--- config.mk ---
export PLATFORM = sky130hd
export DESIGN_NAME = rtyuv_chroma
export DESIGN_NICKNAME = d
export VERILOG_FILES = /design/src/hdl/rtyuv_pkg.sv /design/src/hdl/rtyuv_chroma.sv
export SDC_FILE = /design/constraint.sdc
export NUM_CORES = 1
export LEC_CHECK = 0
export BUFFER_PORTS_ARGS = -buffer_cell sky130_fd_sc_hd__buf_2
export CORE_ASPECT_RATIO = 1.1
export CORE_MARGIN = 4
export CORE_UTILIZATION = 59
export CTS_BUF_LIST = sky130_fd_sc_hd__clkbuf_4 sky130_fd_sc_hd__clkbuf_8
export CTS_CLUSTER_DIAMETER = 120
export DETAILED_ROUTE_END_ITERATION = 10
export GPL_ROUTABILITY_DRIVEN = 0
export PLACE_DENSITY_LB_ADDON = 0.08
export SYNTH_ARGS = -nofsm -noshare
export SYNTH_HDL_FRONTEND = slang
export SYNTH_SLANG_ARGS = --single-unit
--- constraint.sdc ---
create_clock -name clk -period 16.3 [get_ports clk]
set_clock_uncertainty 0.1 [all_clocks]
set_input_delay 1.63 -clock clk [delete_from_list [all_inputs] [get_ports clk]]
set_output_delay 1.63 -clock clk [all_outputs]
set_load 0.02 [all_outputs]
--- src/hdl/rtyuv_pkg.sv ---
package rtyuv_pkg;

    // Field widths.
    localparam int SAMPLE_W      = 8;
    localparam int LUMA_MILLI_W  = 18;
    localparam int U_MILLI_W     = 18;
    localparam int CHROMA_MILLI_W = 19;
    localparam int CHROMA_SUM_W  = 21;
    localparam int CHROMA_MAG_W  = 20;
    localparam int CHROMA_QUOT_W = 10;

    // Luma coefficients in thousandths, plus the half-up rounding term.
    localparam int LUMA_R     = 299;
    localparam int LUMA_G     = 587;
    localparam int LUMA_B     = 114;
    localparam int LUMA_ROUND = 500;

    // U and V coefficients in thousandths.
    localparam int U_R = -147;
    localparam int U_G = -289;
    localparam int U_B = 436;
    localparam int V_R = 615;
    localparam int V_G = -515;
    localparam int V_B = -100;

    // Division by 1000 as multiplication by a reciprocal: exact for operands below 2**20.
    localparam int              DIV1000_SHIFT  = 30;
    localparam int              DIV1000_MULT_W = 21;
    localparam logic [20:0]     DIV1000_MULT   = 21'd1073742;

    // Chroma clamp limits, as magnitudes.
    localparam logic [8:0] CHROMA_POS_LIMIT = 9'd127;
    localparam logic [8:0] CHROMA_NEG_LIMIT = 9'd128;

    // Register map.
    localparam int         CFG_ADDR_W            = 3;
    localparam logic       REG_IDX_CHROMA_OFFSET = 1'b0;
    localparam logic [7:0] CHROMA_OFFSET_RESET   = 8'd128;

endpackage

--- src/hdl/rtyuv_chroma.sv ---
module rtyuv_chroma (
    input  logic                                        clk,
    input  logic signed [rtyuv_pkg::CHROMA_MILLI_W-1:0] milli_a,
    input  logic signed [rtyuv_pkg::CHROMA_MILLI_W-1:0] milli_b,
    input  logic signed [rtyuv_pkg::CHROMA_MILLI_W-1:0] milli_c,
    input  logic signed [rtyuv_pkg::CHROMA_MILLI_W-1:0] milli_d,
    input  logic [rtyuv_pkg::SAMPLE_W-1:0]              offset,
    output logic [rtyuv_pkg::SAMPLE_W-1:0]              chroma_reg
);
    import rtyuv_pkg::*;

    localparam int PROD_W = CHROMA_MAG_W + DIV1000_MULT_W;

    logic signed [CHROMA_SUM_W-1:0] sum_next;
    logic [CHROMA_MAG_W-1:0]        mag_next;
    logic                           neg2_reg;
    logic [CHROMA_MAG_W-1:0]        mag2_reg;
    logic [PROD_W-1:0]              prod_next;
    logic                           neg3_reg;
    logic [CHROMA_QUOT_W-1:0]       quot3_reg;
    logic [CHROMA_QUOT_W:0]         rounded;
    logic [8:0]                     mag4;
    logic [SAMPLE_W-1:0]            limited;
    logic [SAMPLE_W-1:0]            signed_val;
    logic [SAMPLE_W-1:0]            chroma_next;

    // Stage two: sum of the four pixels, split into sign and magnitude.
    always_comb
    begin
        sum_next = CHROMA_SUM_W'(milli_a) + CHROMA_SUM_W'(milli_b)
                 + CHROMA_SUM_W'(milli_c) + CHROMA_SUM_W'(milli_d);
        mag_next = sum_next[CHROMA_SUM_W-1] ? CHROMA_MAG_W'(-sum_next)
                                            : CHROMA_MAG_W'(sum_next);
    end

    // Stage three: magnitude divided by 1000, truncated toward zero.
    assign prod_next = PROD_W'(mag2_reg) * PROD_W'(DIV1000_MULT);

    // Stage four: push 2 away from zero, divide by 4, clamp, restore sign, add offset.
    // A quotient of zero gives zero whatever its sign.
    always_comb
    begin
        rounded = {1'b0, quot3_reg} + (CHROMA_QUOT_W + 1)'(2);
        mag4    = rounded[CHROMA_QUOT_W:2];
        if (neg3_reg)
        begin
            limited    = (mag4 > CHROMA_NEG_LIMIT) ? CHROMA_NEG_LIMIT[SAMPLE_W-1:0]
                                                   : mag4[SAMPLE_W-1:0];
            signed_val = SAMPLE_W'(~limited + SAMPLE_W'(1));
        end
        else
        begin
            limited    = (mag4 > CHROMA_POS_LIMIT) ? CHROMA_POS_LIMIT[SAMPLE_W-1:0]
                                                   : mag4[SAMPLE_W-1:0];
            signed_val = limited;
        end
        chroma_next = signed_val + offset;
    end

    always_ff @(posedge clk)
    begin
        neg2_reg   <= sum_next[CHROMA_SUM_W-1];
        mag2_reg   <= mag_next;
        neg3_reg   <= neg2_reg;
        quot3_reg  <= prod_next[DIV1000_SHIFT +: CHROMA_QUOT_W];
        chroma_reg <= chroma_next;
    end

endmodule

==> flow_metrics.tcl <==
set metrics [dict create \
    wl_per_cell_um 15.3 \
    synth_top_family_by_area "adder cells" \
    drv_slew 0 \
    finalHoldViolCount 0 \
    numCtsBuffers 5 \
    finalCritPeriodShare_pct 35.6 \
    critical_path.max_fanout 6 \
    fin_crit_ns 5.81 \
    max_freq_mhz 172 \
    required_ns 16.39 \
    ctsResizeCount 0 \
    vias 6452 \
    diodes 0 \
    max-cap-violations 0 \
    clockBufferDepth 2 \
    antenna_found_initial 0 \
    cp_slowest_cell "fa_1" \
    synth_mux_area_share_pct 0.732 \
    ios 93 \
    syn_inst 898 \
    crit_buf_inv 4 \
    largest_reg_flops 20 \
    initial_core_util_pct 60.4 \
    drc 0 \
    cts_root_buf "clkbuf_8" \
    postCtsSetupBuffers 0 \
    start_kind "flip-flop" \
    synthesis.nets 1307 \
    setup_violations 0 \
    status "completed" \
    timing.hold.ws_ns 0.234 \
    synth_edf_count 0 \
    core_sq_um 14400 \
    critical_path.cell_chain "ha_1, ha_1, inv_1, fa_1, fa_1, inv_1, fa_1, fa_1, inv_1, fa_1, inv_1, ha_1, nand4_1, nor4_1, o311ai_0, a41o_1, a21o_1, a21boi_0, nor4_1, a311o_1" \
    ant_nets 0 \
    grt_pass1_wl_um 31200 \
    cpPeakStageDelay_ns 0.55 \
    ys_ff_latch 39 \
    crit_type "flip-flop to flip-flop" \
    dieArea_sq_um 16800 \
    clock_latency_ns 0.30 \
    num_rows 46 \
    cts_tree "built" \
    drive_above_1_share_pct 11.4 \
    wirelength_um 18200 \
    synthXorXnorAreaFrac_pct 5.52 \
    routed_via_density 5.45 \
    nets 1401 \
    synth_compound_area_share_pct 10.2 \
    syn_area_per_cell_sq_um 9.71 \
    slew-limit-headroom_pct 59.3 \
    synthesis.area_sq_um 8720 \
    critPathTopFamily "adder cells" \
    grt_max_degree 20 \
    fillerInstances 1277 \
    grt_pass1_vias 6684 \
    hpwl_um 16400 \
    path_clk_slew_ns 0.07 \
    drt-pass1-iter-count 5 \
    post_synth_num_cell_types 63 \
    synth_ff_type "dfxtp_1" \
    synth_fa_ha_area_share_pct 57.3 \
    grt_usage_pct 23.7 \
    synth_simple_gate_area_share_pct 7.99 \
    numPortBuffers 92 \
    fp.dieW_um 124 \
    die_y_um 136 \
    h-tree-depth 2 \
    cpMostUsedCell "fa_1" \
    area_growth_pct 8.65 \
    ys_warn_count 0 \
    end_kind "flip-flop" \
    cp.arrival_ns 5.90 \
    hp-class "flip-flop to flip-flop" \
    ys_seq_area_share_pct 8.95 \
    rsz0062_at_grt "false" \
    worstMarginPinSlew_ns 0.601 \
    overflow 0 \
    setup_tns_ns 0 \
    drtIter0Drc 208 \
    postCtsHoldBufs 0 \
    synthArstFlopShare_pct 0 \
    clock-sinks 39 \
]
layout by cell type (no fill, tap or decap), types with 8 or more instances in the layout:
cell	count
ha_1	199
xor2_1	25
nor3_1	14
buf_2	92
nand3_1	13
a21oi_1	36
xnor2_1	30
nand2_1	21
inv_1	209
and3_1	11
nor2_1	32
o21ai_0	19
fa_1	125
a31oi_1	8
dfxtp_1	39
nand4_1	8
a21o_1	11
routing by layer:
| layer | part of all wire, % | track usage (%) |
|---|---|---|
| met5 | 0 | 0 |
| met4 | 3.5 | 6.57 |
| met3 | 3.2 | 2.30 |
| met2 | 50 | 42.1 |
| met1 | 43 | 30.6 |
path summary, 6_finish.rpt:
path	to	startpoint	slack, ns	cells after the start
worst max-delay path	quot3_reg[1]$_DFF_P_	mag2_reg[2]$_DFF_P_	10.49	20
worst min-delay path	neg3_reg$_DFF_P_	neg2_reg$_DFF_P_	0.23	0
worst max register to register	quot3_reg[1]$_DFF_P_	mag2_reg[2]$_DFF_P_	10.49	20
worst min register to register	neg3_reg$_DFF_P_	neg2_reg$_DFF_P_	0.23	0
cell type report:
class	count	area, sq um	area share, %
multi-input cells	645	7120	75.2
repair buffers	92	460	4.86
inverters	209	785	8.28
well taps	192	240	2.54
clock inverters	1	5.00	0.0528
clock buffers	6	82.6	0.872
flip-flops and latches	39	781	8.24
logic make-up after synthesis:
kind of cell | count (synthesis)
flip-flops | 39
XOR/XNOR | 55
AND/OR/NAND/NOR | 130
multiplexers | 6
adder cells (fa/ha/maj) | 324
AO/OA/AOI/OAI | 130
buffers and inverters | 214
stage by stage:
stage,util [%],cell area (sq um),setup WS (ns),cells
after detailed placement,65.0,9390,10.45,1177
final,65.6,9470,10.49,1184
after floorplan,-,8720,10.78,898
after CTS,65.6,9470,10.52,1184
after global placement,65.0,9390,10.43,1177
after global routing,65.6,9470,10.20,1184
synth_stat cells, types with 5 or more instances:
cell type	count	area share (%)
a2111oi_0	5	0.50
a21o_1	11	0.95
a21oi_1	36	2.1
a31oi_1	8	0.57
and3_1	11	0.79
dfxtp_1	39	9.0
fa_1	125	29
ha_1	199	29
inv_1	209	9.0
nand2_1	21	0.90
nand2b_1	5	0.36
nand3_1	13	0.75
nand4_1	8	0.57
nor2_1	32	1.4
nor3_1	14	0.80
nor4_1	6	0.43
o21ai_0	19	1.1
xnor2_1	30	3.0
xor2_1	25	2.5
worst reg2reg max path, delay by kind of cell, from the launching register on:
kind,cells,cell delay (ns)
AND/OR/NAND/NOR,3,0.46
flip-flops,1,0.52
adder cells (fa/ha/maj),8,3.14
AO/OA/AOI/OAI,5,1.27
buffers and inverters,4,0.21
Power is left out: the tool's default activity adds up to more than one toggle a clock period on the data nets, which glitch-free logic cannot reach.
