[src/hdl/rtyuv_pkg.sv]
package rtyuv_pkg;

    // Field widths.
    localparam int SAMPLE_W      = 8;
    localparam int LUMA_MILLI_W  = 18;
    localparam int U_MILLI_W     = 18;
    localparam int CHROMA_MILLI_W = 19;
    localparam int CHROMA_SUM_W  = 21;
    localparam int CHROMA_MAG_W  = 20;
    localparam int CHROMA_QUOT_W = 10;

    // Luma coefficients in thousandths, plus the half-up rounding term.
    localparam int LUMA_R     = 299;
    localparam int LUMA_G     = 587;
    localparam int LUMA_B     = 114;
    localparam int LUMA_ROUND = 500;

    // U and V coefficients in thousandths.
    localparam int U_R = -147;
    localparam int U_G = -289;
    localparam int U_B = 436;
    localparam int V_R = 615;
    localparam int V_G = -515;
    localparam int V_B = -100;

    // Division by 1000 as multiplication by a reciprocal: exact for operands below 2**20.
    localparam int              DIV1000_SHIFT  = 30;
    localparam int              DIV1000_MULT_W = 21;
    localparam logic [20:0]     DIV1000_MULT   = 21'd1073742;

    // Chroma clamp limits, as magnitudes.
    localparam logic [8:0] CHROMA_POS_LIMIT = 9'd127;
    localparam logic [8:0] CHROMA_NEG_LIMIT = 9'd128;

    // Register map.
    localparam int         CFG_ADDR_W            = 3;
    localparam logic       REG_IDX_CHROMA_OFFSET = 1'b0;
    localparam logic [7:0] CHROMA_OFFSET_RESET   = 8'd128;

endpackage

[src/hdl/rtyuv_luma.sv]
module rtyuv_luma (
    input  logic                               clk,
    input  logic [rtyuv_pkg::LUMA_MILLI_W-1:0] luma_milli,
    output logic [rtyuv_pkg::SAMPLE_W-1:0]     luma_reg
);
    import rtyuv_pkg::*;

    localparam int PROD_W = LUMA_MILLI_W + DIV1000_MULT_W;

    logic [LUMA_MILLI_W-1:0] milli_reg;
    logic [PROD_W-1:0]       prod_next;
    logic [SAMPLE_W-1:0]     quot_reg;

    // The rounded value divided by 1000 never exceeds 255, so no clamp is needed.
    assign prod_next = PROD_W'(milli_reg) * PROD_W'(DIV1000_MULT);

    // Stage two aligns with the chroma sums, stage three holds the quotient,
    // stage four is the output register.
    always_ff @(posedge clk)
    begin
        milli_reg <= luma_milli;
        quot_reg  <= prod_next[DIV1000_SHIFT +: SAMPLE_W];
        luma_reg  <= quot_reg;
    end

endmodule

[config.mk]
export PLATFORM = sky130hd
export DESIGN_NAME = rtyuv_luma
export DESIGN_NICKNAME = d
export VERILOG_FILES = /design/src/hdl/rtyuv_pkg.sv /design/src/hdl/rtyuv_luma.sv
export SDC_FILE = /design/constraint.sdc
export NUM_CORES = 1
export LEC_CHECK = 0
export ABC_AREA = 1
export BUFFER_PORTS_ARGS = -buffer_cell sky130_fd_sc_hd__buf_4
export CAP_MARGIN = 20
export CORE_ASPECT_RATIO = 0.75
export CORE_MARGIN = 1
export CORE_UTILIZATION = 65
export DETAILED_ROUTE_END_ITERATION = 6
export HOLD_SLACK_MARGIN = 0.06
export PLACE_DENSITY = 0.84
export SLEW_MARGIN = 30
export SYNTH_ARGS = -nofsm -noshare
export SYNTH_HDL_FRONTEND = slang
export SYNTH_SLANG_ARGS = --single-unit
[constraint.sdc]
create_clock -name clk -period 14.8 [get_ports clk]
set_clock_uncertainty 0.2 [all_clocks]
set_input_delay 2.96 -clock clk [delete_from_list [all_inputs] [get_ports clk]]
set_output_delay 2.96 -clock clk [all_outputs]
set_load 0.005 [all_outputs]
==> metrics.md, run 1 <==
| Metric | Value |
|---|---|
| Post-route clock period utilization | `35.9%` |
| Critical path launch point | `milli_reg[15]` |
| Buffers & Inverters on Critical Path | `5` |
| Crit path max-delay family | `adder cells` |
| Critical path depth | `20` |
| Critical-path top delay cell | `fa_1` |
| Placed Cells | `913` |
| Post-synthesis async set-or-reset flop share | `0%` |
| WL/cell | `16.5 um` |
| Routed vias/inst | `5.34` |
| First-pass GRT wire length | `25000 um` |
| Clk_lat worst skew | `0.29 ns` |
| CTS tree | `done` |
| Die Ht | `85.9 um` |
| Clk pwr share | `9.3%` |
| Num CTS Buffers | `5` |
| Synth Cell Area | `0.00610 sq mm` |
| Core area | `0.00908 sq mm` |
| Die ar. | `0.00979 sq mm` |
| Initial antenna violation count | `0` |
| Crit path DAT | `5.29 ns` |
| Initial DRC count | `398` |
| Sequential power share | `10.5%` |
| Final cell area excluding filler cells | `0.00661 sq mm` |
| Leak pwr | `0.00399 uW` |
| Htree depth | `2` |
| CTS root buf | `clkbuf_16` |
| Post-route DRC | `0` |
| Worst setup EP type | `flop` |
| Switching share of power | `55.8%` |
| Postcts setup bufs | `0` |
| Worst Reg-to-Reg Cells | `20` |
| Die span in x | `114 um` |
| Logic pwr share | `80.2%` |
| Top cells by count, synth | `inv_1, ha_1, nand2_1` |
| Largest area contributor in the netlist | `ha_1` |
| Final HPWL from detailed placement | `12900 um` |
| Clock slew at reported path FFs | `0.06 ns` |
| Post-Layout Cell Count | `921` |
| Syn nets | `1004` |
| # port buffers | `26` |
| Gate Count Post-Synth | `759` |
| All-Layer GR Usage | `33.9%` |
| Period minus WS final | `5.32 ns` |
| CP max FO | `7` |
| Setup_tns | `0 ns` |
| Area growth syn-to-layout | `8.24%` |
| Slew @ Worst Pin | `0.543 ns` |
| Mean post-synth cell area | `8.04 sq um` |
| Count of cells resized by post-cts repair | `0` |
| Setup Viol. Count Final | `0` |
| Largest net degree at the start of global routing | `11` |
| Overall Power | `1170 uW` |
| Clock Path Buffers | `2` |
| Critical path class | `reg2reg` |
| Ys Warns | `0` |
| DR pass1 iterations | `5` |
| Min-delay worst type | `reg2reg` |
| Final ANT Viol Nets | `0` |
| Synth top area share | `31.0%` |
| Vias in the first global route | `5164` |
| Total internal power | `516 uW` |
| Routed WL | `15200 um` |
| Hold Buf Count CTS | `0` |
| Final GP Congestion | `0.957` |
| Number of flops mapped to enable cells by yosys | `0` |
| Main synth FF type | `dfxtp_1` |
| Layout cell share with drive strength beyond 1 | `5.30%` |
| Rel. slew slack | `63.8%` |
| CTS sink cnt | `34` |
| I/O pins | `27` |
| Worst path most repeated cell | `fa_1` |
| Most frequent cell after synthesis | `inv_1` |
| Crit-path max cell delay | `0.58 ns` |
| Critical Path RT | `14.78 ns` |
| Reg2reg end | `quot_reg[6]` |
| RSZ-0062 raised after global routing | `false` |
| Fin util | `72.7%` |
| Setup crit start kind | `flop` |
| CP cell instances | `fa_1, inv_1, fa_1, inv_1, fa_1, fa_1, fa_1, inv_1, fa_1, inv_1, ha_1, nand2_1, nor2_1, inv_1, nor3_1, nand2_1, nand2_1, nand2_1, nand3_1, nand2_1` |
| Diodes inserted | `0` |
| Fin. max-slew vios | `0` |
| Grt total ovfl | `0` |
| Row cnt | `30` |
| Hold Violations, Final | `0` |
| Final nets | `1037` |
| Reg2Reg Setup Slack | `9.48 ns` |
| Cell Pwr Density | `177 mW/mm^2` |
| Fmax | `188 MHz` |
| Via count | `4917` |
| Outcome | `finished, final reports clean` |
| Synth Register Bits | `34` |
| Ranking of synthesized cells by area | `ha_1, fa_1, inv_1` |
| Launch point of the worst reg-to-reg path | `milli_reg[15]` |
| Worst VDD drop | `0.133 mV` |
| Number of flip-flops in the largest register | `18` |
| Net Switching | `651 uW` |
| End of the critical path | `quot_reg[6]` |
| Synth unique cells | `19` |
| Sequential-to-total area share from yosys stat | `11.2%` |
| Dpl cell area | `0.00646 sq mm` |
| Initial core utilization | `67.2%` |
| Max_cap viols | `0` |
-- worst register-to-register path, delay by kind of cell, from the launching register on --
family	cells	cell delay [ns]
flops	1	0.41
simple gates	8	0.72
fa+ha+maj	7	3.55
buf+inv	5	0.32
-- stage by stage --
stage	hold slack, ns	worst slack, ns
global route	0.132	9.20
detailed placement	0.116	9.54
global placement	0.114	9.70
CTS	0.132	9.51
finish	0.130	9.48
floorplan	0.110	9.94
-- layout make-up --
type / instances / area [sq um]
clock inverters: 1 / 5.00
well taps: 128 / 160
fillers: 668 / 2480
inverters: 232 / 871
clock buffers: 7 / 143
repair buffers: 26 / 195
multi-input cells: 493 / 4550
flip-flops and latches: 34 / 681
-- kinds of logic after synthesis --
kind of cell	Yosys count	share of synthesized area, %
flip-flops	34	11.2
AO/OA/AOI/OAI	59	5.21
adder cells (fa/ha/maj)	226	55.6
AND/OR/NAND/NOR	208	13.8
buffers and inverters	232	14.3
-- power by group through the flow --
stage	Combinational (uW)	Sequential, uW	Clock, uW
after detailed placement	904	124	0
after global routing	1070	124	112
after CTS	920	123	109
after floorplan	656	121	0
after global placement	869	124	0
final	936	123	108
-- worst min path at each step --
stage,start,endpoint,slack (ns),depth (start not counted)
6_report,quot_reg[3],luma_reg[3],0.13,0
5_1_grt,quot_reg[3],luma_reg[3],0.13,0
4_1_cts,quot_reg[3],luma_reg[3],0.13,0
3_5_place_dp,quot_reg[4],luma_reg[4],0.12,0
3_3_place_gp,quot_reg[3],luma_reg[3],0.11,0
2_1_floorplan,quot_reg[0],luma_reg[0],0.11,0
-- layer usage --
| layer | track usage [%] | vias to the layer above | wire length, um |
|---|---|---|---|
| met5 | 0 | - | 0 |
| met4 | 11.6 | 0 | 498 |
| met3 | 7.00 | 51 | 1170 |
| met2 | 55.8 | 211 | 6950 |
| met1 | 44.8 | 2298 | 6600 |
| li1 | - | 2357 | - |
-- cells in the final DEF, fill, tap and decap left out --
| cell | n |
|---|---|
| clkbuf_16 | 5 |
| nor2_1 | 50 |
| nand3_1 | 11 |
| ha_1 | 151 |
| nand2_2 | 2 |
| a21o_1 | 4 |
| nand2_1 | 128 |
| nor3_2 | 2 |
| inv_2 | 3 |
| nor3_1 | 7 |
| clkinv_2 | 1 |
| or2_2 | 2 |
| nand4_1 | 3 |
| and2_1 | 1 |
| o21ai_0 | 16 |
| a21oi_1 | 34 |
| dfxtp_1 | 34 |
| buf_4 | 26 |
| inv_1 | 229 |
| clkbuf_1 | 1 |
| fa_1 | 75 |
| o21bai_1 | 5 |
| nand3b_1 | 2 |
| clkbuf_8 | 1 |
No activity file was read; power rests on OpenSTA's default activity.
==> run 2: changes to the inputs <==
Clock period 14.8 ns to 5.52 ns, I/O delays scaled along.
==> metrics.md, run 2 (synthesized netlist as in run 1, its figures left out) <==
| Metric | Value |
|---|---|
| Outcome | `finished, final reports clean` |
| Largest net degree at the start of global routing | `11 (unchanged)` |
| Hold Violations, Final | `0 (unchanged)` |
| Htree depth | `2 (unchanged)` |
| Clock slew at reported path FFs | `0.06 ns (about the same)` |
| Final setup margin | `0.243 ns (-9.24 ns)` |
| CTS sink cnt | `34 (unchanged)` |
| CP cell instances | `fa_1, inv_1, fa_1, inv_1, fa_1, fa_1, fa_1, inv_1, fa_1, inv_1, ha_1, nand2_1, nor2_1, inv_1, nor3_1, nand2_1, nand2_1, nand2_1, nand3_1, nand2_1` |
| CP max FO | `7 (unchanged)` |
| Routed vias/inst | `5.31 (-0.48%)` |
| Crit path max-delay family | `adder cells` |
| Grt total ovfl | `0 (unchanged)` |
| Postcts setup bufs | `0 (unchanged)` |
| WHS Endpoint | `luma_reg[3]` |
| CTS tree | `done` |
| Final GP Congestion | `0.959 (+0.23%)` |
| Final ANT Viol Nets | `0 (unchanged)` |
| Initial antenna violation count | `0 (unchanged)` |
| Fmax | `190 MHz (+0.75%)` |
| Critical path class | `reg2reg` |
| Most common cell after layout, fill and taps aside | `inv_1` |
| Row cnt | `30 (unchanged)` |
| Launch point of the worst reg-to-reg path | `milli_reg[17]` |
| CTS root buf | `clkbuf_16` |
| Slew @ Worst Pin | `0.465 ns (-0.0778 ns)` |
| Die span in x | `114 um (unchanged)` |
| Routed WL | `14800 um (-2.6%)` |
| Post-route clock period utilization | `95.6% (+60 points)` |
| Worst VDD drop | `0.388 mV (+190%)` |
| Commonest non-fill, non-tap cells in the layout | `inv_1, ha_1, nand2_1` |
| DR pass1 iterations | `5 (unchanged)` |
| Initial core utilization | `67.2% (unchanged)` |
| All-Layer GR Usage | `32.8% (-1.1 points)` |
| Number of flip-flops in the largest register | `18 (unchanged)` |
| Die ar. | `0.00979 sq mm (unchanged)` |
| RSZ-0062 raised after global routing | `false` |
| Reg2Reg Setup Slack | `0.24 ns (-9.24 ns)` |
| Post-route DRC | `0 (unchanged)` |
| Area growth syn-to-layout | `8.49%` |
| Vias in the first global route | `5090 (-1.4%)` |
| Leak pwr | `0.00400 uW (+0.24%)` |
| Clk pwr share | `9.4% (about the same)` |
| Max_cap viols | `0 (unchanged)` |
| Logic pwr share | `80.1% (about the same)` |
| Sequential power share | `10.5% (about the same)` |
| Buffers & Inverters on Critical Path | `5 (unchanged)` |
| Total internal power | `1380 uW (+170%)` |
| # port buffers | `26 (unchanged)` |
| Critical-path top delay cell | `fa_1` |
| Count of cells resized by post-cts repair | `0 (unchanged)` |
| Period minus WS final | `5.28 ns (-0.0398 ns)` |
| First-pass GRT wire length | `24100 um (-3.7%)` |
| Die Ht | `85.9 um (unchanged)` |
| Clock Path Buffers | `2 (unchanged)` |
| WL/cell | `16.1 um (-2.8%)` |
| Clk_lat worst skew | `0.29 ns (about the same)` |
| Reg2reg end | `quot_reg[7]` |
| Hold_sp | `quot_reg[3]` |
| Via count | `4904 (-0.26%)` |
| Min-delay worst type | `reg2reg` |
| Core area | `0.00908 sq mm (unchanged)` |
| Worst setup EP type | `flop` |
| Final nets | `1039 (+0.19%)` |
| Final HPWL from detailed placement | `12600 um (-2.1%)` |
| Num CTS Buffers | `5 (unchanged)` |
| Crit path DAT | `5.26 ns (-0.03 ns)` |
| Worst Reg-to-Reg Cells | `20 (unchanged)` |
| Net Switching | `1740 uW (+170%)` |
| Cell Pwr Density | `471 mW/mm^2 (+170%)` |
| Hold Buf Count CTS | `0 (unchanged)` |
| Fin util | `72.9% (+0.17 points)` |
| Switching share of power | `55.8% (about the same)` |
| Initial DRC count | `284 (-29%)` |
| Setup_tns | `0 ns (unchanged)` |
| Rel. slew slack | `68.9% (+5.2 points)` |
| Layout cell share with drive strength beyond 1 | `5.53% (+0.24 points)` |
| Crit-path max cell delay | `0.57 ns (about the same)` |
| Pre-CTS setup slack | `0.312 ns (-9.23 ns)` |
| I/O pins | `27 (unchanged)` |
| Worst path most repeated cell | `fa_1` |
| Fin. max-slew vios | `0 (unchanged)` |
| Diodes inserted | `0 (unchanged)` |
| Setup Viol. Count Final | `0 (unchanged)` |
| Setup crit start kind | `flop` |
| Hold depth | `0 (unchanged)` |
| Critical Path RT | `5.50 ns (-9.28 ns)` |
-- run 2: changes by cell type in the layout (fill, tap and decap cells not counted) --
cell and delta:
buf_4 +2
-- run 2: worst max path at each step --
stage                  startpoint          end  depth (start not counted)
finish              milli_reg[17]  quot_reg[7]                         20
detailed placement  milli_reg[15]  quot_reg[7]                         20
CTS                 milli_reg[17]  quot_reg[7]                         20
floorplan           milli_reg[15]  quot_reg[1]                         19
global route        milli_reg[17]  quot_reg[7]                         20
global placement    milli_reg[15]  quot_reg[7]                         20
-- run 2: metal layers --
| metal | up-vias | GRT usage (%) | part of all wire (%) | wire, um |
|---|---|---|---|---|
| li1 | 2358 | - | - | - |
| met1 | 2304 | 42.3 | 44 | 6450 |
| met2 | 199 | 53.6 | 45 | 6640 |
| met3 | 43 | 8.76 | 8.5 | 1260 |
| met4 | 0 | 11.6 | 3.2 | 469 |
| met5 | - | 0 | 0 | 0 |
-- run 2: worst reg2reg max path, delay by kind of cell, from the launching register on --
kind	cells	cell delay, ns
fa+ha+maj	7	3.35
buf+inv	5	0.35
flops	1	0.54
simple gates	8	0.71
-- run 2: layout make-up --
type,instances,area [sq um]
multi-input cells,493,4550
fillers,646,2460
inverters,232,871
flip-flops and latches,34,681
repair buffers,28,210
well taps,128,160
clock buffers,7,143
clock inverters,1,5.00
-- run 2: metrics by stage --
step                      power (uW)  cells  instance area [sq um]  hold slack [ns]
after floorplan                 2080    759                   6100            0.110
after global placement          2660    915                   6470            0.115
after detailed placement        2740    915                   6470            0.114
after CTS                       3060    923                   6620            0.128
after global routing            3480    923                   6620            0.129
final                           3120    923                   6620            0.126
-- run 2: power groups by stage --
stage	sequential [uW]	combinational (uW)	clock [uW]
detailed placement	330	2410	0
global route	330	2840	303
global placement	331	2330	0
CTS	327	2450	290
finish	327	2500	293
floorplan	324	1760	0
