--- config.mk ---
export PLATFORM = sky130hd
export DESIGN_NAME = rtyuv_pixel
export DESIGN_NICKNAME = d
export VERILOG_FILES = /design/src/hdl/rtyuv_pkg.sv /design/src/hdl/rtyuv_pixel.sv
export SDC_FILE = /design/constraint.sdc
export NUM_CORES = 1
export LEC_CHECK = 0
export ABC_AREA = 1
export BUFFER_PORTS_ARGS = -buffer_cell sky130_fd_sc_hd__buf_2
export CORE_MARGIN = 3
export CORE_UTILIZATION = 65
export CTS_BUF_LIST = sky130_fd_sc_hd__clkbuf_4
export DETAILED_ROUTE_END_ITERATION = 8
export MAX_ROUTING_LAYER = met4
export PLACE_DENSITY = 0.84
export RECOVER_POWER = 25
export SLEW_MARGIN = 20
export SYNTH_ARGS = -nofsm -noshare
export SYNTH_HDL_FRONTEND = slang
export SYNTH_SLANG_ARGS = --single-unit
--- constraint.sdc ---
create_clock -name clk -period 19.96 [get_ports clk]
set_clock_uncertainty 0.05 [all_clocks]
set_input_delay 3.992 -clock clk [delete_from_list [all_inputs] [get_ports clk]]
set_output_delay 3.992 -clock clk [all_outputs]
set_load 0.05 [all_outputs]
--- src/hdl/rtyuv_pkg.sv ---
package rtyuv_pkg;

    // Field widths.
    localparam int SAMPLE_W      = 8;
    localparam int LUMA_MILLI_W  = 18;
    localparam int U_MILLI_W     = 18;
    localparam int CHROMA_MILLI_W = 19;
    localparam int CHROMA_SUM_W  = 21;
    localparam int CHROMA_MAG_W  = 20;
    localparam int CHROMA_QUOT_W = 10;

    // Luma coefficients in thousandths, plus the half-up rounding term.
    localparam int LUMA_R     = 299;
    localparam int LUMA_G     = 587;
    localparam int LUMA_B     = 114;
    localparam int LUMA_ROUND = 500;

    // U and V coefficients in thousandths.
    localparam int U_R = -147;
    localparam int U_G = -289;
    localparam int U_B = 436;
    localparam int V_R = 615;
    localparam int V_G = -515;
    localparam int V_B = -100;

    // Division by 1000 as multiplication by a reciprocal: exact for operands below 2**20.
    localparam int              DIV1000_SHIFT  = 30;
    localparam int              DIV1000_MULT_W = 21;
    localparam logic [20:0]     DIV1000_MULT   = 21'd1073742;

    // Chroma clamp limits, as magnitudes.
    localparam logic [8:0] CHROMA_POS_LIMIT = 9'd127;
    localparam logic [8:0] CHROMA_NEG_LIMIT = 9'd128;

    // Register map.
    localparam int         CFG_ADDR_W            = 3;
    localparam logic       REG_IDX_CHROMA_OFFSET = 1'b0;
    localparam logic [7:0] CHROMA_OFFSET_RESET   = 8'd128;

endpackage

--- src/hdl/rtyuv_pixel.sv ---
module rtyuv_pixel (
    input  logic                                      clk,
    input  logic [rtyuv_pkg::SAMPLE_W-1:0]            red,
    input  logic [rtyuv_pkg::SAMPLE_W-1:0]            green,
    input  logic [rtyuv_pkg::SAMPLE_W-1:0]            blue,
    output logic [rtyuv_pkg::LUMA_MILLI_W-1:0]        luma_milli_reg,
    output logic signed [rtyuv_pkg::U_MILLI_W-1:0]    u_milli_reg,
    output logic signed [rtyuv_pkg::CHROMA_MILLI_W-1:0] v_milli_reg
);
    import rtyuv_pkg::*;

    logic [LUMA_MILLI_W-1:0]          luma_milli_next;
    logic signed [U_MILLI_W-1:0]      u_milli_next;
    logic signed [CHROMA_MILLI_W-1:0] v_milli_next;

    // Weighted sums of one pixel in thousandths.
    always_comb
    begin
        luma_milli_next = LUMA_MILLI_W'(LUMA_R * int'(red) + LUMA_G * int'(green)
                                        + LUMA_B * int'(blue) + LUMA_ROUND);
        u_milli_next    = U_MILLI_W'(U_R * int'(red) + U_G * int'(green)
                                     + U_B * int'(blue));
        v_milli_next    = CHROMA_MILLI_W'(V_R * int'(red) + V_G * int'(green)
                                          + V_B * int'(blue));
    end

    // First pipeline stage.
    always_ff @(posedge clk)
    begin
        luma_milli_reg <= luma_milli_next;
        u_milli_reg    <= u_milli_next;
        v_milli_reg    <= v_milli_next;
    end

endmodule

==> results of run 1 <==
through the flow:
| step | hold WS (ns) | instances |
|---|---|---|
| after floorplan | 4.062 | 1712 |
| after global placement | 4.375 | 2102 |
| after detailed placement | 4.389 | 2102 |
| after CTS | 3.935 | 2110 |
| after global routing | 4.101 | 2111 |
| final | 4.089 | 2111 |
kinds of logic (layout without fill, tap and decap cells):
logic type,after synthesis,after routing,synth area share [%]
adder cells (fa/ha/maj),585,585,61.38
buffers and inverters,487,572,12.01
AND/OR/NAND/NOR,375,375,10.32
AO/OA/AOI/OAI,137,137,5.050
XOR/XNOR,75,75,4.297
flip-flops,53,53,6.941
other,0,1,0
critical path, delay by kind of cell:
kind	cells	cell delay, ns
buffers and inverters	8	0.82
AO/OA/AOI/OAI	5	0.86
XOR/XNOR	1	0.23
AND/OR/NAND/NOR	4	0.28
adder cells (fa/ha/maj)	10	4.49
worst min-delay path by stage:
stage | from | endpoint | depth (start not counted)
finish | green[1] | v_milli_reg[1] | 3
detailed placement | green[0] | v_milli_reg[0] | 2
global placement | green[0] | v_milli_reg[0] | 2
global route | green[1] | v_milli_reg[1] | 3
CTS | green[0] | v_milli_reg[0] | 2
floorplan | green[0] | v_milli_reg[0] | 1
cells in the mapped netlist:
cell type	number	area (µm²)
inv_1	484	1817
ha_1	310	3879
fa_1	275	5505
nand2_1	228	855.8
a21oi_1	81	405.4
nand3_1	66	330.3
xor2_1	55	481.7
dfxtp_1	53	1061
nor2_1	51	191.4
o21ai_0	24	120.1
xnor2_1	20	175.2
a21o_1	7	52.55
nand4_1	7	43.79
o21bai_1	7	52.55
nand2_2	6	37.54
nand3b_1	4	30.03
a21boi_0	3	22.52
a21oi_2	3	26.28
nor3_1	3	15.01
o211ai_1	3	22.52
o21ai_1	3	15.01
or2_2	3	18.77
buf_4	2	15.01
nand3_2	2	20.02
nor2_2	2	12.51
a21boi_2	1	11.26
a31oi_1	1	6.260
and2_1	1	6.260
inv_2	1	3.750
nor3_2	1	10.01
nor4_1	1	6.260
o2111ai_1	1	8.760
o211ai_2	1	12.51
o21a_1	1	7.510
o21ai_2	1	8.760
layout make-up:
class	instances	area, µm²	share of cell area (%)
clock buffers	5	37.54	0.2330
flip-flops and latches	53	1061	6.587
well taps	313	391.6	2.431
multi-input cells	1172	12390	76.92
inverters	485	1821	11.30
repair buffers	79	362.8	2.253
diodes	1	2.502	0.01554
clock inverters	3	41.29	0.2563
metal layers:
metal  up-vias  GRT usage, %  routed length, µm
li1       5395             -                  -
met1      5513         40.45              15510
met2       444         53.22              18160
met3       138         6.504               3130
met4         0         15.44               2171
met5         -             -                  0
==> run_results.csv, run 1 <==
group,metric,value,unit
critical_path,cp-endpoint,"u_milli_reg[16]",
sta,final-setup-viol-count,0,
cts,cts.sinks,53,
place,gp_congestion,1.076,
logic_synthesis,synth.distinct_cells,35,
route,viasPerCell,5.443,
finish,largest_reg_flops,19,
logic_synthesis,synth_fp_nets,2322,
cts,htreeDepth,2,
cts,cts_resized,0,
flow_run,cap_violations,0,
sta,layout_min_cycle_time,10.38,ns
cts,cts-root-buf,"clkbuf_4",
hold_path,hold_class,"input port to flop",
route,route.detailed.drc,0,
global_routing,grt_pass1_wl,63630,µm
logic_synthesis,synth.avg_cell_area,8.929,µm²
critical_path,cp-end-kind,"flop",
finish,mostFrequentLayoutCells,"inv_1, ha_1, fa_1, nand2_1, a21oi_1",
place,portBuffers,79,
finish,design_area,16110,µm²
logic_synthesis,netlist_area,15290,µm²
sta,tightest_slew,0.9214,ns
cts,path_clk_slew,0.17,ns
floorplanning,start_util,66.91,%
floorplanning,fp.dieW,159.4,µm
cts,holdBufCountCts,0,
critical_path,worstPathRequired,20.25,ns
logic_synthesis,ys_seq_area_share,6.941,%
cts,cts_setup_buffers,0,
floorplanning,dieArea,25400,µm²
finish,layout_commonest_cell,"inv_1",
finish,syn_to_final_growth,5.369,%
global_routing,grt_util_all_layers,33.08,%
critical_path,arrival,10.68,ns
route,dr.first_iter.drc_count,874,
sta,fin_crit_sh,52.01,%
global_routing,grt_pass1_vias,12500,
global_routing,grt_overflow,0,
place,dpl-instance-area,16060,µm²
logic_synthesis,netlist_instances,1712,
sta,drv_slew,0,
sta,finalWorstSetupSlack,9.578,ns
route,num_vias,11490,
finish,fin_nets,2406,
place,post-place-ws,9.216,ns
route,wl,38970,µm
sta,slew_headroom,38.57,%
logic_synthesis,ys_seq_elements,53,
route,firstDrtPassIters,9,
route,routedWlPerCell,18.46,µm
critical_path,worst-path-max-fanout,11,
cts,cts_tree,"built",
sta,rsz0062_at_grt,"no",
floorplanning,fp-row-count,55,
cts,ctsLongestPathBuffers,2,
route,ant_nets,0,
global_routing,grt_max_degree,17,
cts,cts_buffers,5,
sta,fmax,96.32,MHz
global_routing,antenna_found_initial,1,
finish,final_layout_size_suffix_gt1_share,4.508,%
critical_path,path_class,"input port to flop",
place,dp_hpwl,35130,µm
outcome,status,"complete, no violations",
sta,finalSetupTns,0,ns
logic_synthesis,yosys_warnings,0,
critical_path,slowest_stage,"fa_1",
critical_path,crit_start,"blue[0]",
critical_path,slowest_delay,0.58,ns
floorplanning,io_pins,80,
floorplanning,core_region_area,22850,µm²
sta,hold_violations,0,
finish,utilization,70.50,%
finish,fill_cells,1868,
critical_path,crit_path_start_kind,"input port",
floorplanning,die_height,159.4,µm
Power of run 1 is not shown: default switching activity piles up to over one toggle a cycle in this logic, so the estimate is an artifact.
==> inputs of run 2 (changes only) <==
- ABC_AREA: 1 -> 0
- clock period: 19.96 -> 10.6 ns (I/O delays scaled with it)
==> run 2 against run 1 <==
Sequential share of layout area rose by 0.33 points. Synthesized cell count decreased by 16%. Clock-buffer cell count is 1 higher. Cell count is 15% lower. Global-route usage fell by 2.9 points. Flip-flop and latch count stayed put. Wire length shrank 14%. Cell area is 4.8% lower. Worst hold slack got worse by 2.0 ns. Core utilization decreased by 0.69 points. Via count decreased by 13%. Synthesized area decreased by 4.7%.
==> run_results.csv, run 2 <==
group,metric,value,unit
logic_synthesis,ys_async_sr_fraction,0,%
hold_path,hold_class,"input port to flop",
sta,hold_violations,0,
finish,mostFrequentLayoutCells,"inv_1, ha_1, fa_1, xnor2_1, a21oi_1",
cts,cts_buffers,5,
critical_path,slowest_stage,"clkbuf_1",
finish,final_layout_size_suffix_gt1_share,5.253,%
global_routing,grt_max_degree,17,
logic_synthesis,yosys_warnings,0,
global_routing,antenna_found_initial,1,
place,gp_congestion,1.013,
logic_synthesis,synth.avg_cell_area,10.13,µm²
floorplanning,io_pins,80,
critical_path,cp_common_cell,"fa_1",
cts,cts_setup_buffers,0,
finish,layout_commonest_cell,"inv_1",
floorplanning,start_util,66.36,%
place,post-place-ws,1.348,ns
logic_synthesis,ys_seq_area_share,7.281,%
finish,fin_nets,2132,
logic_synthesis,synth_top_cell_area_share,37.78,%
sta,slew_headroom,44.84,%
route,route.detailed.drc,0,
cts,htreeDepth,2,
logic_synthesis,synth_area_leaders,"fa_1, ha_1, inv_1, dfxtp_1, xnor2_1",
flow_run,cap_violations,0,
global_routing,grt_pass1_vias,11110,
sta,fin_crit_sh,83.21,%
logic_synthesis,ys.flop_type,"dfxtp_1",
logic_synthesis,ys_seq_elements,53,
logic_synthesis,yosysTopAreaCell,"fa_1",
sta,fmax,113.4,MHz
route,ant_nets,0,
place,dpl-instance-area,15300,µm²
sta,drv_slew,0,
logic_synthesis,yosysMostFrequentCell,"inv_1",
critical_path,worstPathRequired,10.92,ns
floorplanning,dieArea,24250,µm²
critical_path,worst-path-max-fanout,11,
cts,path_clk_slew,0.17,ns
logic_synthesis,synth.distinct_cells,54,
route,wl,33450,µm
global_routing,grt_overflow,0,
finish,largest_reg_flops,19,
sta,rsz0062_at_grt,"no",
place,portBuffers,79,
logic_synthesis,netlist_top_cells_count,"inv_1, ha_1, fa_1",
sta,finalSetupTns,0,ns
route,num_vias,10040,
sta,layout_min_cycle_time,8.820,ns
cts,cts_tree,"built",
floorplanning,die_height,155.7,µm
cts,cts_resized,0,
cts,holdBufCountCts,0,
logic_synthesis,synth_edf_count,0,
critical_path,path_class,"input port to flop",
cts,ctsLongestPathBuffers,2,
global_routing,grt_pass1_wl,54940,µm
finish,design_area,15330,µm²
route,dr.first_iter.drc_count,529,
sta,tightest_slew,0.8275,ns
critical_path,cp-end-kind,"flop",
sta,final-setup-viol-count,0,
logic_synthesis,netlist_area,14570,µm²
route,viasPerCell,5.568,
global_routing,grt_util_all_layers,30.18,%
route,routedWlPerCell,18.54,µm
route,firstDrtPassIters,7,
critical_path,slowest_delay,0.60,ns
logic_synthesis,netlist_instances,1439,
cts,cts-root-buf,"clkbuf_4",
floorplanning,fp-row-count,54,
finish,syn_to_final_growth,5.194,%
floorplanning,core_region_area,21960,µm²
place,dp_hpwl,30020,µm
logic_synthesis,synth_fp_nets,2049,
outcome,status,"complete, no violations",
floorplanning,fp.dieW,155.7,µm
critical_path,arrival,9.14,ns
sta,finalWorstSetupSlack,1.780,ns
critical_path,crit_path_start_kind,"input port",
cts,cts.sinks,53,
==> run 2: cell count changes after synthesis, moves of 17 or more <==
cell / before / now
nand3_1: 66 / 6
nand2_1: 228 / 20
o21a_1: 1 / 18
inv_1: 484 / 421
xnor2_1: 20 / 63
a21oi_1: 81 / 57
xor2_1: 55 / 26
==> run 2: cells by family after synthesis <==
group	share of synthesized area, %
muxes	0.07727
buffers and inverters	11.01
adders and majority gates	64.39
xor gates and xnor gates	5.349
DFF	7.281
and+or+nand+nor	3.580
AOI/OAI and AO/OA	8.311
==> run 2: through the flow <==
step | cells | util [%] | hold slack, ns
floorplan | 1439 | - | 2.190
global placement | 1795 | 69.67 | 2.498
detailed placement | 1795 | 69.67 | 2.517
CTS | 1803 | 69.94 | 2.059
global route | 1804 | 69.81 | 2.072
finish | 1804 | 69.81 | 2.076
==> run 2: area by class of cell <==
type	count	area, µm²
Multi-Input combinational cell	961	11910
Fill cell	1604	6629
Inverter	422	1584
Sequential cell	53	1061
Timing Repair Buffer	79	364.1
Tap cell	280	350.3
Clock buffer	6	45.04
Clock inverter	2	15.01
Antenna cell	1	2.502
==> run 2: worst paths after layout <==
kind         endpoint      from  depth (start not counted)
max   v_milli_reg[18]    red[0]                         26
min    v_milli_reg[0]  green[0]                          2
==> run 2: layer usage <==
layer / share of wire [%] / vias up / global-route usage, % / wire length (µm)
met4: 4.5 / 0 / 11.56 / 1491
li1: - / 4646 / - / -
met5: 0 / - / - / 0
met3: 7.1 / 89 / 5.492 / 2359
met2: 49 / 338 / 50.24 / 16250
met1: 40 / 4971 / 36.84 / 13340
==> run 2: worst max-delay path: cells and delay by family <==
kind	cells	cell delay [ns]
and+or+nand+nor	2	0.19
buffers and inverters	4	0.74
adders and majority gates	9	3.57
xor gates and xnor gates	2	0.45
AOI/OAI and AO/OA	9	2.04
Power of run 2 is left out for the same reason.
==> inputs of run 3 (changes only) <==
- CORE_UTILIZATION: 65 -> 59
- PLACE_DENSITY: 0.84 -> 0.8
- clock period: 10.6 -> 7.33 ns (I/O delays scaled with it)
==> run 3 against run 2 <==
The run now ends with setup timing left. Non-clock buffer count increased by 194. Critical path depth down 1. Core utilization rose by 4.0 points. Die area rose by 9.8%. Flip-flop and latch count stayed put. Worst hold slack worse by 0.50 ns. Clock-buffer cell count unchanged. Cell count increased by 13%. Highest routed layer unchanged.
==> run_results.csv, run 3 (synthesis gave the netlist of run 2 again) <==
group,metric,value,unit
sta,drv_slew,0,
sta,fin_crit_sh,102.3,%
place,dp_hpwl,32710,µm
cts,cts.sinks,53,
sta,rsz0062_at_grt,"yes",
sta,whs,1.576,ns
cts,cts_buffers,5,
finish,syn_to_final_growth,21.09,%
finish,mostFrequentLayoutCells,"inv_1, ha_1, fa_1, buf_4, xnor2_1",
sta,finalWorstSetupSlack,-0.1660,ns
floorplanning,dieArea,26620,µm²
floorplanning,fp.dieW,163.2,µm
place,post-place-ws,-0.8177,ns
critical_path,path_class,"input port to flop",
finish,utilization,73.85,%
critical_path,worst-path-max-fanout,4,
route,ant_nets,0,
critical_path,arrival,7.78,ns
cts,cts_tree,"built",
sta,final-setup-viol-count,9,
finish,fill_cells,1659,
finish,regArea,1061,µm²
floorplanning,core_region_area,23890,µm²
global_routing,grt_max_degree,17,
cts,holdBufCountCts,0,
route,routedWlPerCell,18.52,µm
flow_run,cap_violations,0,
cts,htreeDepth,2,
global_routing,grt_pass1_vias,12160,
outcome,status,"complete, but fails checks",
finish,final_layout_size_suffix_gt1_share,22.31,%
hold_path,hold_class,"input port to flop",
hold_path,hold_depth,3,
floorplanning,io_pins,80,
critical_path,worstPathRequired,7.61,ns
place,portBuffers,79,
sta,tightest_slew,0.6130,ns
critical_path,crit_path_start_kind,"input port",
critical_path,slowest_delay,0.56,ns
route,num_vias,10820,
route,wl,37730,µm
critical_path,cp-end-kind,"flop",
finish,largest_reg_flops,19,
cts,path_clk_slew,0.17,ns
finish,multi_input_area,12650,µm²
sta,fmax,133.4,MHz
finish,fin_nets,2326,
route,viasPerCell,5.311,
global_routing,grt_overflow,0,
route,route.detailed.drc,0,
sta,hold_violations,0,
global_routing,grt_pass1_wl,60290,µm
sta,slew_headroom,59.01,%
route,dr.first_iter.drc_count,537,
global_routing,antenna_found_initial,1,
sta,layout_min_cycle_time,7.496,ns
critical_path,slowest_stage,"fa_1",
floorplanning,fp-row-count,56,
global_routing,grt_util_all_layers,30.37,%
route,firstDrtPassIters,5,
place,gp_congestion,0.9991,
outcome,violations,"setup timing",
cts,cts-root-buf,"clkbuf_4",
floorplanning,die_height,163.2,µm
finish,layout_commonest_cell,"inv_1",
floorplanning,start_util,60.99,%
cts,ctsLongestPathBuffers,2,
critical_path,cp_common_cell,"fa_1",
-- run 3: area by class of cell --
class                      count  share of cell area (%)
timing repair buffer         273                   10.71
antenna                        1                 0.01418
multi-input combinational    961                   71.67
clock buffer                   6                  0.2553
clock inverter                 2                 0.08509
tap                          319                   2.262
inverter                     422                   8.998
sequential                    53                   6.013
-- run 3: critical path, delay by kind of cell --
family                   cells  cell delay (ns)
AO/OA/AOI/OAI                6             1.53
XOR/XNOR                     1             0.17
adder cells (fa/ha/maj)      9             3.99
buffers and inverters        6             0.35
AND/OR/NAND/NOR              3             0.28
-- run 3: metal layers --
metal | part of all wire [%] | global-route usage (%) | up-vias
met5 | 0 | - | -
met4 | 5.0 | 12.61 | 0
met3 | 5.9 | 5.656 | 100
met2 | 49 | 51.27 | 308
met1 | 40 | 35.89 | 5380
li1 | - | - | 5031
-- run 3: repair_timing --
action                                  in CTS  in global routing
endpoints found under the setup margin      16                 19
pin swaps                                   89                 72
cloned                                       0                  0
setup buffers                               14                  8
gates resized for setup                     66                 50
-- run 3: through the flow --
stage	cell area [µm²]	TNS [ns]	instances
after floorplan	14820	-1.301	1439
after global placement	16900	-10.46	2008
after detailed placement	16900	-13.40	2008
after CTS	17390	-0.9682	2029
after global routing	17650	-2.794	2037
final	17650	-0.7772	2037
-- run 3: path summary, 6_finish.rpt --
check | start | end | slack, ns
setup / recovery | red[5] | v_milli_reg[16] | -0.17
hold / removal | green[1] | v_milli_reg[1] | 1.58
Power of run 3 is left out for the same reason.
